File: src/hdl/snmp_pkg.sv
// ---------------------------------------------------------------------------
// snmp_pkg: shared types and helpers for the soft neighbor max pass unit
// Pixel and window-job types, fixed point constants and per-channel math.
// ---------------------------------------------------------------------------
`default_nettype none

package snmp_pkg;

   // fixed point format of every channel
   localparam int unsigned FRAC_BITS = 15;
   localparam int unsigned CHAN_W    = 16;
   localparam int unsigned BRIGHT_W  = CHAN_W + 2;
   localparam int unsigned PROD_W    = 2 * CHAN_W - 2;
   localparam logic [31:0] ONE_VAL   = 32'(1) << FRAC_BITS;

   // pending window jobs between the window and the compare stage
   localparam int unsigned QUEUE_DEPTH = 3;
   localparam int unsigned COUNT_W     = $clog2(QUEUE_DEPTH + 1);

   typedef logic [CHAN_W-1:0]   chan_type;
   typedef logic [BRIGHT_W-1:0] bright_type;

   typedef struct packed {
      chan_type red;
      chan_type green;
      chan_type blue;
      chan_type alpha;
   } pixel_type;

   typedef struct packed {
      pixel_type lft;
      pixel_type ctr;
      pixel_type rgt;
      logic      done;
   } job_type;

   typedef enum logic {
      MODE_RGB   = 1'b0,
      MODE_ALPHA = 1'b1
   } mode_type;

   // clip a channel to 1.0; no clipping when 1.0 is beyond 16 bits
   function automatic chan_type saturate(input chan_type c);
      if (32'(c) > ONE_VAL) begin
         return ONE_VAL[CHAN_W-1:0];
      end
      return c;
   endfunction

   function automatic bright_type bright(input pixel_type p, input mode_type m);
      if (m == MODE_ALPHA) begin
         return BRIGHT_W'(p.alpha);
      end
      return BRIGHT_W'(p.red) + BRIGHT_W'(p.green) + BRIGHT_W'(p.blue);
   endfunction

   // c + n/4 - c*(n/4), clamped to n
   function automatic chan_type blend(input chan_type c, input chan_type n);
      logic [CHAN_W-3:0] q;
      logic [PROD_W-1:0] prod;
      logic [CHAN_W:0]   t;
      q    = n[CHAN_W-1:2];
      prod = PROD_W'(c) * PROD_W'(q);
      prod = prod >> FRAC_BITS;
      t    = (CHAN_W+1)'(c) + (CHAN_W+1)'(q) - prod[CHAN_W:0];
      if (t > {1'b0, n}) begin
         t = {1'b0, n};
      end
      return t[CHAN_W-1:0];
   endfunction

endpackage

`default_nettype wire

File: src/hdl/snmp_window.sv
// ---------------------------------------------------------------------------
// snmp_window: three pixel window and job queue
// Saturates incoming pixels, tracks the line window and queues up to three
// left/center/right jobs for the compare stage.
// ---------------------------------------------------------------------------
`default_nettype none

module snmp_window (
   input  wire                  clock,
   input  wire                  reset,
   input  wire                  in_valid,
   output logic                 in_ready,
   input  snmp_pkg::pixel_type  in_pixel,
   input  wire                  in_last,
   output logic                 head_valid,
   output snmp_pkg::job_type    head_job,
   input  wire                  head_pop
);
   import snmp_pkg::*;

   localparam logic [1:0] FILL_EMPTY  = 2'd0;
   localparam logic [1:0] FILL_CENTER = 2'd1;
   localparam logic [1:0] FILL_FULL   = 2'd2;

   pixel_type          left_ff, left_in;
   pixel_type          center_ff, center_in;
   logic [1:0]         fill_ff, fill_in;
   job_type            job_ff [QUEUE_DEPTH];
   job_type            job_in [QUEUE_DEPTH];
   job_type            job_shift [QUEUE_DEPTH];
   logic [COUNT_W-1:0] count_ff, count_in;

   pixel_type          px;
   pixel_type          lft;
   logic               accept;
   logic [1:0]         push_count;
   job_type            push0, push1;
   logic [COUNT_W-1:0] base;

   always_comb begin
      px.red   = saturate(in_pixel.red);
      px.green = saturate(in_pixel.green);
      px.blue  = saturate(in_pixel.blue);
      px.alpha = saturate(in_pixel.alpha);

      in_ready   = (count_ff < COUNT_W'(2));
      accept     = in_valid && in_ready;
      head_valid = (count_ff != '0);
      head_job   = job_ff[0];

      left_in    = left_ff;
      center_in  = center_ff;
      fill_in    = fill_ff;
      push_count = 2'd0;
      push0      = '0;
      push1      = '0;
      lft        = (fill_ff == FILL_CENTER) ? center_ff : left_ff;

      if (accept) begin
         if (fill_ff == FILL_EMPTY) begin
            if (in_last) begin
               // single-pixel line
               push0      = '{lft: px, ctr: px, rgt: px, done: 1'b1};
               push_count = 2'd1;
            end else begin
               center_in = px;
               fill_in   = FILL_CENTER;
            end
         end else begin
            push0      = '{lft: lft, ctr: center_ff, rgt: px, done: 1'b0};
            push_count = 2'd1;
            if (in_last) begin
               // flush: last pixel is its own right neighbor
               push1      = '{lft: center_ff, ctr: px, rgt: px, done: 1'b1};
               push_count = 2'd2;
               fill_in    = FILL_EMPTY;
            end else begin
               left_in   = center_ff;
               center_in = px;
               fill_in   = FILL_FULL;
            end
         end
      end

      // drop head on pop, then append new jobs behind the survivors
      for (int i = 0; i < QUEUE_DEPTH - 1; i++) begin
         job_shift[i] = head_pop ? job_ff[i+1] : job_ff[i];
      end
      job_shift[QUEUE_DEPTH-1] = job_ff[QUEUE_DEPTH-1];

      base = count_ff - COUNT_W'(head_pop);
      for (int i = 0; i < QUEUE_DEPTH; i++) begin
         job_in[i] = job_shift[i];
         if (push_count != 2'd0 && COUNT_W'(i) == base) begin
            job_in[i] = push0;
         end else if (push_count == 2'd2 && COUNT_W'(i) == base + COUNT_W'(1)) begin
            job_in[i] = push1;
         end
      end
      count_in = base + COUNT_W'(push_count);
   end

   always_ff @(posedge clock) begin
      if (reset) begin
         fill_ff  <= FILL_EMPTY;
         count_ff <= '0;
      end else begin
         fill_ff  <= fill_in;
         count_ff <= count_in;
      end
      left_ff   <= left_in;
      center_ff <= center_in;
      job_ff    <= job_in;
   end

endmodule

`default_nettype wire

File: src/hdl/soft_neighbor_max_pass_unit.sv
// ---------------------------------------------------------------------------
// soft_neighbor_max_pass_unit: one-dimensional soft dilation of RGBA pixels
// Streams Q1.15 pixels along a line and pulls each darker pixel toward its
// brighter neighbor.
// ---------------------------------------------------------------------------
// Pixels enter on the req_ channel, at most one transfer per clock, and results
// leave on the rsp_ channel in the same order. A pixel's result appears once its
// right neighbor has arrived, so each pixel without req_line_last, other than
// the first of a line, gives the result of the previous pixel; the first
// pixel of a line gives none; a pixel with req_line_last gives two results
// (one for a single-pixel line), the second carrying rsp_line_done. Steady
// throughput is one pixel per clock while rsp_ready is high; each line end adds
// one extra result, absorbed by a three-entry job queue, which holds req_ready
// low only while two or more jobs are waiting. A transfer's first result
// passes the window/queue, neighbor compare and blend/output registers in
// turn. csr_write_data selects the mode: 0 compares R+G+B and blends the color
// channels, 1 compares and blends alpha only. Write it only while idle.
`default_nettype none

module soft_neighbor_max_pass_unit (
   input  wire                     clock,
   input  wire                     reset,
   // configuration
   input  wire                     csr_write_enable,
   input  wire                     csr_write_data,
   // input pixel channel
   input  wire                     req_valid,
   output logic                    req_ready,
   input  snmp_pkg::chan_type      req_red_in,
   input  snmp_pkg::chan_type      req_green_in,
   input  snmp_pkg::chan_type      req_blue_in,
   input  snmp_pkg::chan_type      req_alpha_in,
   input  wire                     req_line_last,
   // result pixel channel
   output logic                    rsp_valid,
   input  wire                     rsp_ready,
   output snmp_pkg::chan_type      rsp_red_out,
   output snmp_pkg::chan_type      rsp_green_out,
   output snmp_pkg::chan_type      rsp_blue_out,
   output snmp_pkg::chan_type      rsp_alpha_out,
   output logic                    rsp_line_done
);
   import snmp_pkg::*;

   // mode register
   mode_type   mode_ff, mode_in;

   // window / queue head
   pixel_type  in_pixel;
   logic       head_valid;
   job_type    head_job;
   logic       head_pop;

   // compare stage
   logic       s1_valid_ff, s1_valid_in;
   pixel_type  s1_nb_ff, s1_nb_in;
   pixel_type  s1_ctr_ff, s1_ctr_in;
   logic       s1_apply_ff, s1_apply_in;
   logic       s1_done_ff, s1_done_in;
   logic       s1_ready;

   // blend / output stage
   logic       out_valid_ff, out_valid_in;
   pixel_type  out_pixel_ff, out_pixel_in;
   logic       out_done_ff, out_done_in;
   logic       out_ready;
   logic       s1_move;

   bright_type b_lft, b_rgt, b_ctr, b_nb;
   logic       pick_right;

   assign in_pixel = '{red: req_red_in, green: req_green_in,
                       blue: req_blue_in, alpha: req_alpha_in};

   snmp_window u_window (
      .clock      (clock),
      .reset      (reset),
      .in_valid   (req_valid),
      .in_ready   (req_ready),
      .in_pixel   (in_pixel),
      .in_last    (req_line_last),
      .head_valid (head_valid),
      .head_job   (head_job),
      .head_pop   (head_pop)
   );

   // config write, no handshake
   always_comb begin
      mode_in = csr_write_enable ? mode_type'(csr_write_data) : mode_ff;
   end

   // stage ready chain, driven from the output side
   assign out_ready = !out_valid_ff || rsp_ready;
   assign s1_ready  = !s1_valid_ff || out_ready;
   assign head_pop  = head_valid && s1_ready;
   assign s1_move   = s1_valid_ff && out_ready;

   // neighbor pick: right only when strictly brighter, ties go left
   always_comb begin
      b_lft      = bright(head_job.lft, mode_ff);
      b_rgt      = bright(head_job.rgt, mode_ff);
      b_ctr      = bright(head_job.ctr, mode_ff);
      pick_right = (b_lft < b_rgt);
      b_nb       = pick_right ? b_rgt : b_lft;

      s1_valid_in = s1_ready ? head_valid : s1_valid_ff;
      s1_nb_in    = s1_nb_ff;
      s1_ctr_in   = s1_ctr_ff;
      s1_apply_in = s1_apply_ff;
      s1_done_in  = s1_done_ff;
      if (head_pop) begin
         s1_nb_in    = pick_right ? head_job.rgt : head_job.lft;
         s1_ctr_in   = head_job.ctr;
         s1_apply_in = (b_ctr < b_nb);
         s1_done_in  = head_job.done;
      end
   end

   // blend darker center toward the chosen neighbor
   always_comb begin
      out_valid_in = out_ready ? s1_valid_ff : out_valid_ff;
      out_pixel_in = out_pixel_ff;
      out_done_in  = out_done_ff;
      if (s1_move) begin
         out_pixel_in = s1_ctr_ff;
         out_done_in  = s1_done_ff;
         if (s1_apply_ff) begin
            if (mode_ff == MODE_ALPHA) begin
               out_pixel_in.alpha = blend(s1_ctr_ff.alpha, s1_nb_ff.alpha);
            end else begin
               out_pixel_in.red   = blend(s1_ctr_ff.red, s1_nb_ff.red);
               out_pixel_in.green = blend(s1_ctr_ff.green, s1_nb_ff.green);
               out_pixel_in.blue  = blend(s1_ctr_ff.blue, s1_nb_ff.blue);
            end
         end
      end
   end

   always_ff @(posedge clock) begin
      if (reset) begin
         mode_ff      <= MODE_RGB;
         s1_valid_ff  <= 1'b0;
         out_valid_ff <= 1'b0;
      end else begin
         mode_ff      <= mode_in;
         s1_valid_ff  <= s1_valid_in;
         out_valid_ff <= out_valid_in;
      end
      s1_nb_ff     <= s1_nb_in;
      s1_ctr_ff    <= s1_ctr_in;
      s1_apply_ff  <= s1_apply_in;
      s1_done_ff   <= s1_done_in;
      out_pixel_ff <= out_pixel_in;
      out_done_ff  <= out_done_in;
   end

   assign rsp_valid     = out_valid_ff;
   assign rsp_red_out   = out_pixel_ff.red;
   assign rsp_green_out = out_pixel_ff.green;
   assign rsp_blue_out  = out_pixel_ff.blue;
   assign rsp_alpha_out = out_pixel_ff.alpha;
   assign rsp_line_done = out_done_ff;

endmodule

`default_nettype wire
File: config.mk
export PLATFORM = sky130hd
export DESIGN_NAME = soft_neighbor_max_pass_unit
export DESIGN_NICKNAME = d
export VERILOG_FILES = /design/src/hdl/snmp_pkg.sv /design/src/hdl/snmp_window.sv /design/src/hdl/soft_neighbor_max_pass_unit.sv
export SDC_FILE = /design/constraint.sdc
export NUM_CORES = 2
export LEC_CHECK = 0
export BUFFER_PORTS_ARGS = -buffer_cell sky130_fd_sc_hd__buf_2
export CAP_MARGIN = 20
export CORE_MARGIN = 10
export CORE_UTILIZATION = 30
export CTS_CLUSTER_SIZE = 20
export DETAILED_ROUTE_END_ITERATION = 8
export GPL_TIMING_DRIVEN = 0
export PLACE_DENSITY = 0.45
export REMOVE_ABC_BUFFERS = 1
export SYNTH_ARGS = -nofsm -noshare
export SYNTH_HDL_FRONTEND = slang
export SYNTH_SLANG_ARGS = --single-unit
export TNS_END_PERCENT = 20
File: constraint.sdc
create_clock -name clock -period 38.9 [get_ports clock]
set_input_delay 1.945 -clock clock [delete_from_list [all_inputs] [get_ports clock]]
set_output_delay 1.945 -clock clock [all_outputs]
set_load 0.05 [all_outputs]
### After elaboration in Yosys (flattened, before gate mapping)

Index checks and enable logic that the tools add are counted.

* flip-flop bits (word level): 909
* logic and storage cells: 182
* input port bits: 71

* reduce and logical (&&, ||, !) cells: 24
* eq/ne operators: 7
* multiply operators: 4
* multiplexer cells: 50
* bitwise logic cells: 2
* order comparisons: 11
* $add $sub $neg: 17

Operators with widths (count)
* $mux W193: 14
* $mux W16: 13
* $mux W64: 3
* $mux W18: 7
* $mul A16 B14 Y30: 4
* $add A16 B14 Y17: 4
* $gt A17 B16 Y1: 4
* $sub A17 B15 Y17: 4
* $gt A16 B16 Y1 const B: 4
* $add A17 B16 Y18: 3
* $add A16 B16 Y17: 3
* $mux W48: 1
* $lt A18 B18 Y1: 2
* $mux W2: 6
* $logic_and A1 B1 Y1: 9
* $logic_not A2 Y1: 3
* $mux W1: 6
* $reduce_bool A2 Y1: 3
* $reduce_bool A3 Y1: 2
* $eq A1 B2 Y1 const A: 2
* $eq A2 B2 Y1 const A: 2
* $reduce_and A2 Y1: 2
* $reduce_and A3 Y1: 1
* $add A2 B1 Y2 const B: 1
* 9 further kinds: 12

### Depth between registers and ports, before layout

* depth in word-level cells: 10
* gate-level depth with buffers: 44

### Hierarchy

A second synthesis with hierarchy kept.

* cells, all modules: 7839
* area total of the unflattened synthesis: 81360.5 sq um

By module, submodules not included
* soft_neighbor_max_pass_unit: times used 1, cells each 4951, area an instance 45334.7 sq um, seq. area each 5915.7 sq um
* snmp_window: times used 1, cells each 2888, area an instance 36025.8 sq um, seq. area each 21310.4 sq um

### Least setup slack after synthesis

OpenSTA, ideal clock, no wires.

* path kind: input to register
* from: in rsp_ready
* to: reg u_window.job_ff[0] in the netlist's numbering, enable pin
* slack: 24.498 ns
* arrival: 13.653 ns
* stages on the path: 9
* data required time: 38.151 ns
* library setup time: 0.749 ns
* cells stage by stage: nor2b_1 nand2_1 o21ai_0 inv_1 ha_1 inv_1 nor2_1 a21oi_1 nor2_1

* cells in the longest elaborated chain, start to end: 8
* elaborated cells on any way between the ends: 10
* those cells by class: add/sub (2); eq/ne (2); reduce/logical (6)

Ends and longest elaborated chain
* start, declared: line soft_neighbor_max_pass_unit.sv:36 `input wire rsp_ready,`
* $logic_or A1 B1 Y1 (*): line soft_neighbor_max_pass_unit.sv:93 `assign out_ready = !out_valid_ff || rsp_ready;`
* $logic_or A1 B1 Y1 (*): line soft_neighbor_max_pass_unit.sv:94 `assign s1_ready = !s1_valid_ff || out_ready;`
* $logic_and A1 B1 Y1 (*): line soft_neighbor_max_pass_unit.sv:95 `assign head_pop = head_valid && s1_ready;`
* net head_pop: line soft_neighbor_max_pass_unit.sv:52 `logic head_pop;`
* $sub A2 B1 Y2 (*): line snmp_window.sv:91 `base = count_ff - COUNT_W'(head_pop);`
* $add A2 B1 Y2: line snmp_window.sv:96 `end else if (push_count == 2'd2 && COUNT_W'(i) == base + COUNT_W'(1)) begin`
* $eq A2 B2 Y1: line snmp_window.sv:96
* $logic_and A1 B1 Y1: line snmp_window.sv:96
* $reduce_bool A2 Y1 (no source line) (*)
* end signal, assigned: line snmp_window.sv:113 `job_ff <= job_in;`
* end, declared: line snmp_window.sv:28 `job_type job_ff [QUEUE_DEPTH];`

The timed path passes the listed nets; every way through them passes the cells marked *.
A chain may end at the register's enable or synchronous reset.

### Final worst setup path

* from: reg s1_ctr_ff[7] in the netlist's numbering
* to: reg out_pixel_ff (netlist bit rsp_alpha_out[8]) (data pin)

* cells in the longest elaborated chain, start to end: 6
* elaborated cells on any way between the ends: 7
* those cells by class: add/sub (2); mul (1); order compare (1); mux (3)

Ends and longest elaborated chain
* start, declared: line soft_neighbor_max_pass_unit.sv:57 `pixel_type s1_ctr_ff, s1_ctr_in;`
* start signal, assigned: line soft_neighbor_max_pass_unit.sv:150 `s1_ctr_ff <= s1_ctr_in;`
* $mul A16 B14 Y30 / $add A16 B14 Y17 (equally long branches): line snmp_pkg.sv:63, snmp_pkg.sv:65
* $sub A17 B15 Y17 (*): line snmp_pkg.sv:65 `t = (CHAN_W+1)'(c) + (CHAN_W+1)'(q) - prod[CHAN_W:0];`
* $gt A17 B16 Y1: line snmp_pkg.sv:66 `if (t > {1'b0, n}) begin`
* $mux W16 (*): line snmp_pkg.sv:66
* $mux W16 (*): line soft_neighbor_max_pass_unit.sv:128 `if (mode_ff == MODE_ALPHA) begin`
* $mux W64 (*): line soft_neighbor_max_pass_unit.sv:127 `if (s1_apply_ff) begin`
* end signal, assigned: line soft_neighbor_max_pass_unit.sv:153 `out_pixel_ff <= out_pixel_in;`
* end, declared: line soft_neighbor_max_pass_unit.sv:64 `pixel_type out_pixel_ff, out_pixel_in;`

Every way passes the cells marked *; elsewhere a longest branch is shown, timed or not.

==> reports/summary.txt <==
GPL Wtd Cong: 0.852
CTS tree: built
CP startpoint: s1_ctr_ff[7]$_DFFE_PP_
hold_buf cts: 0
wire per inst: 23.9 um
crit path kind: flop to flop
multiplexer area fraction after synthesis: 0.0166
ANT nets after route: 0
total gr overflow: 0
clock sink total: 909
H-tree levels: 3
Hold WS: 424 ps
Synth Register Bits: 909
worst-case clock skew: 48.5 ps
Final Hold Vio Count: 0
WP data required: 39,390 ps
Ys Warns: 0
Syn Std Cell Area: 77,500 um2
critical path's most frequent cell: fa_1
DRC Markers: 0
Synth async-reset ratio: 0
fill cell count: 26,300
CP max-delay cell: edfxtp_1
post-synthesis cell count: 7,673
reg2reg start: s1_ctr_ff[7]$_DFFE_PP_
HP Class: flop to flop
DP HPWL: 192 mm
relative slew slack: 0.196
post-CTS setup buffer count: 0
IO Pins: 138
Via-to-Cell Ratio: 5.19
row cnt: 186
most common cell after layout, fill and taps aside: nand2_1
top post-synthesis cells by area: edfxtp_1, fa_1, ha_1, nand2_1, inv_1
status: completed
Primary FF master, synth: edfxtp_1
Clk pin slew, worst setup/hold paths: 60 ps
post-route minimum period: 11,600 ps
Die Height: 528 um
largest family of logic cells by synthesized area: adder cells
crit end category: flop
Max Fanout on Critical Path: 16
layout cells sized above 1: 0.0772
Mapped Avg Cell Area: 10.1 um2
Final Slew Violations: 0
top-area cell type share of the netlist area: 0.350
Total Wirelength: 266 mm
drt initial violations: 5,153
Worst Setup Start Kind: flop
post-synthesis compound-gate area fraction: 0.126
EDFF count, synth: 902
adder-cell share of the synthesized area: 0.292
CP arrival: 12,080 ps
Slew @ Worst Pin: 1200 ps
count of cell types in the netlist: 96
initial antenna violation count: 21
Synth Area in XOR/XNOR: 0.0169
Post-Synth Simple-Gate Area: 0.132
Area Overhead vs Synth: 12.0%
CTS Buf Count: 106
sequential area share after synthesis: 0.351
clock buffer depth: 3
Die Area: 279,000 um2
Clk Latency, worst-skew pair: 780 ps
max_cap viols: 0
CP max stage delay: 810 ps
hold_sp: u_window.head_job[0]$_DFFE_PP_
Placeable Area: 257,000 um2
Synth area leader: edfxtp_1
Total GRT Usage: 0.187
Initial Utilization: 0.302
nets: 9,064
max frequency: 86.2 MHz
vias in the first global route: 58,800
root buffer cell: clkbuf_16
post-CTS resize count: 0
Tcrit/Tclk final: 0.298
largest net degree at the start of global routing: 81
first-pass GRT wire length: 395 mm
router iterations before antenna repair: 6
final setup fails: 0
Final TNS setup: 0 ps
Buffers on Ports: 137
DR vias: 57,700
die width: 528 um
area of the multi-input gates: 45,400 um2
RSZ-0062 raised after global routing: false
Register Area: 27,200 um2
most frequent cells in the layout: nand2_1, inv_1, edfxtp_1, fa_1, ha_1
kinds of logic after synthesis:
kind of cell	after synthesis
flip-flops	909
XOR/XNOR	147
AND/OR/NAND/NOR	2273
AO/OA/AOI/OAI	1538
multiplexers	119
buffers and inverters	1336
adder cells (fa/ha/maj)	1351
through the flow:
step / instances / util / cell area, um2 / setup WS (ps)
2_1_floorplan: 7263 / - / 75900 / -463
5_1_grt: 11100 / 0.338 / 86700 / 26420
6_report: 11100 / 0.338 / 86800 / 27300
3_3_place_gp: 10800 / 0.314 / 80800 / -76800
3_5_place_dp: 10900 / 0.324 / 83200 / 27340
4_1_cts: 11100 / 0.338 / 86700 / 27310
path summary, 6_finish.rpt:
| path | slack (ps) | end | depth (start not counted) |
|---|---|---|---|
| setup / recovery | 27300 | rsp_alpha_out[8]$_DFFE_PP_ | 38 |
| hold / removal | 420 | s1_done_ff$_DFFE_PP_ | 0 |
| setup reg to reg | 27300 | rsp_alpha_out[8]$_DFFE_PP_ | 38 |
| hold reg to reg | 420 | s1_done_ff$_DFFE_PP_ | 0 |
state kept, by name, summed over array words and instances, names as in the netlist, 2 cells and up:
name                cells
s1_nb_ff               64
u_window.left_ff       64
rsp_green_out          16
u_window.count_ff       2
rsp_red_out            16
rsp_alpha_out          16
rsp_blue_out           16
s1_ctr_ff              64
u_window.fill_ff        2
u_window.job_ff       386
u_window.head_job     193
u_window.center_ff     64
cells in the mapped netlist (all sizes together), types with 23 or more instances:
library cell	number
mux2i	46
o31ai	34
nor2	482
o21a	27
a211oi	200
a21o	64
xor2	51
nor3	95
buf	67
inv	921
nand2b	30
clkbuf	343
o221ai	69
a21oi	368
and2	322
edfxtp	902
ha	588
nand4	29
nand3	163
xnor2	96
fa	763
o21ai	520
nand2	1021
a22oi	45
a31oi	28
mux2	73
nor4	23
nor2b	41
layout make-up:
cell class	instances	share of cell area
repair buffers	271	0.0334
diodes	11	0.000317
multi-input cells	5428	0.523
well taps	3384	0.0488
clock buffers	126	0.0317
flip-flops and latches	909	0.314
clock inverters	75	0.00851
inverters	926	0.0402
per-layer routing:
layer	track usage	wire (um)	vias to the layer above
met1	0.263	121000	29400
met3	0.0273	16200	303
met2	0.301	122000	1836
met5	0	111	-
li1	-	-	26200
met4	0.0499	7080	16
critical path, delay by kind of cell, from the launching register on:
family                     cells  cell delay (ps)
and+or+nand+nor                6             1100
adders and majority gates     10             4220
AOI/OAI and AO/OA             14             4470
xor gates and xnor gates       2              400
DFF                            1              810
buffers and inverters          6              290
Power is left out: the tool's default activity adds up to more than one toggle a clock period on the data nets, which glitch-free logic cannot reach.
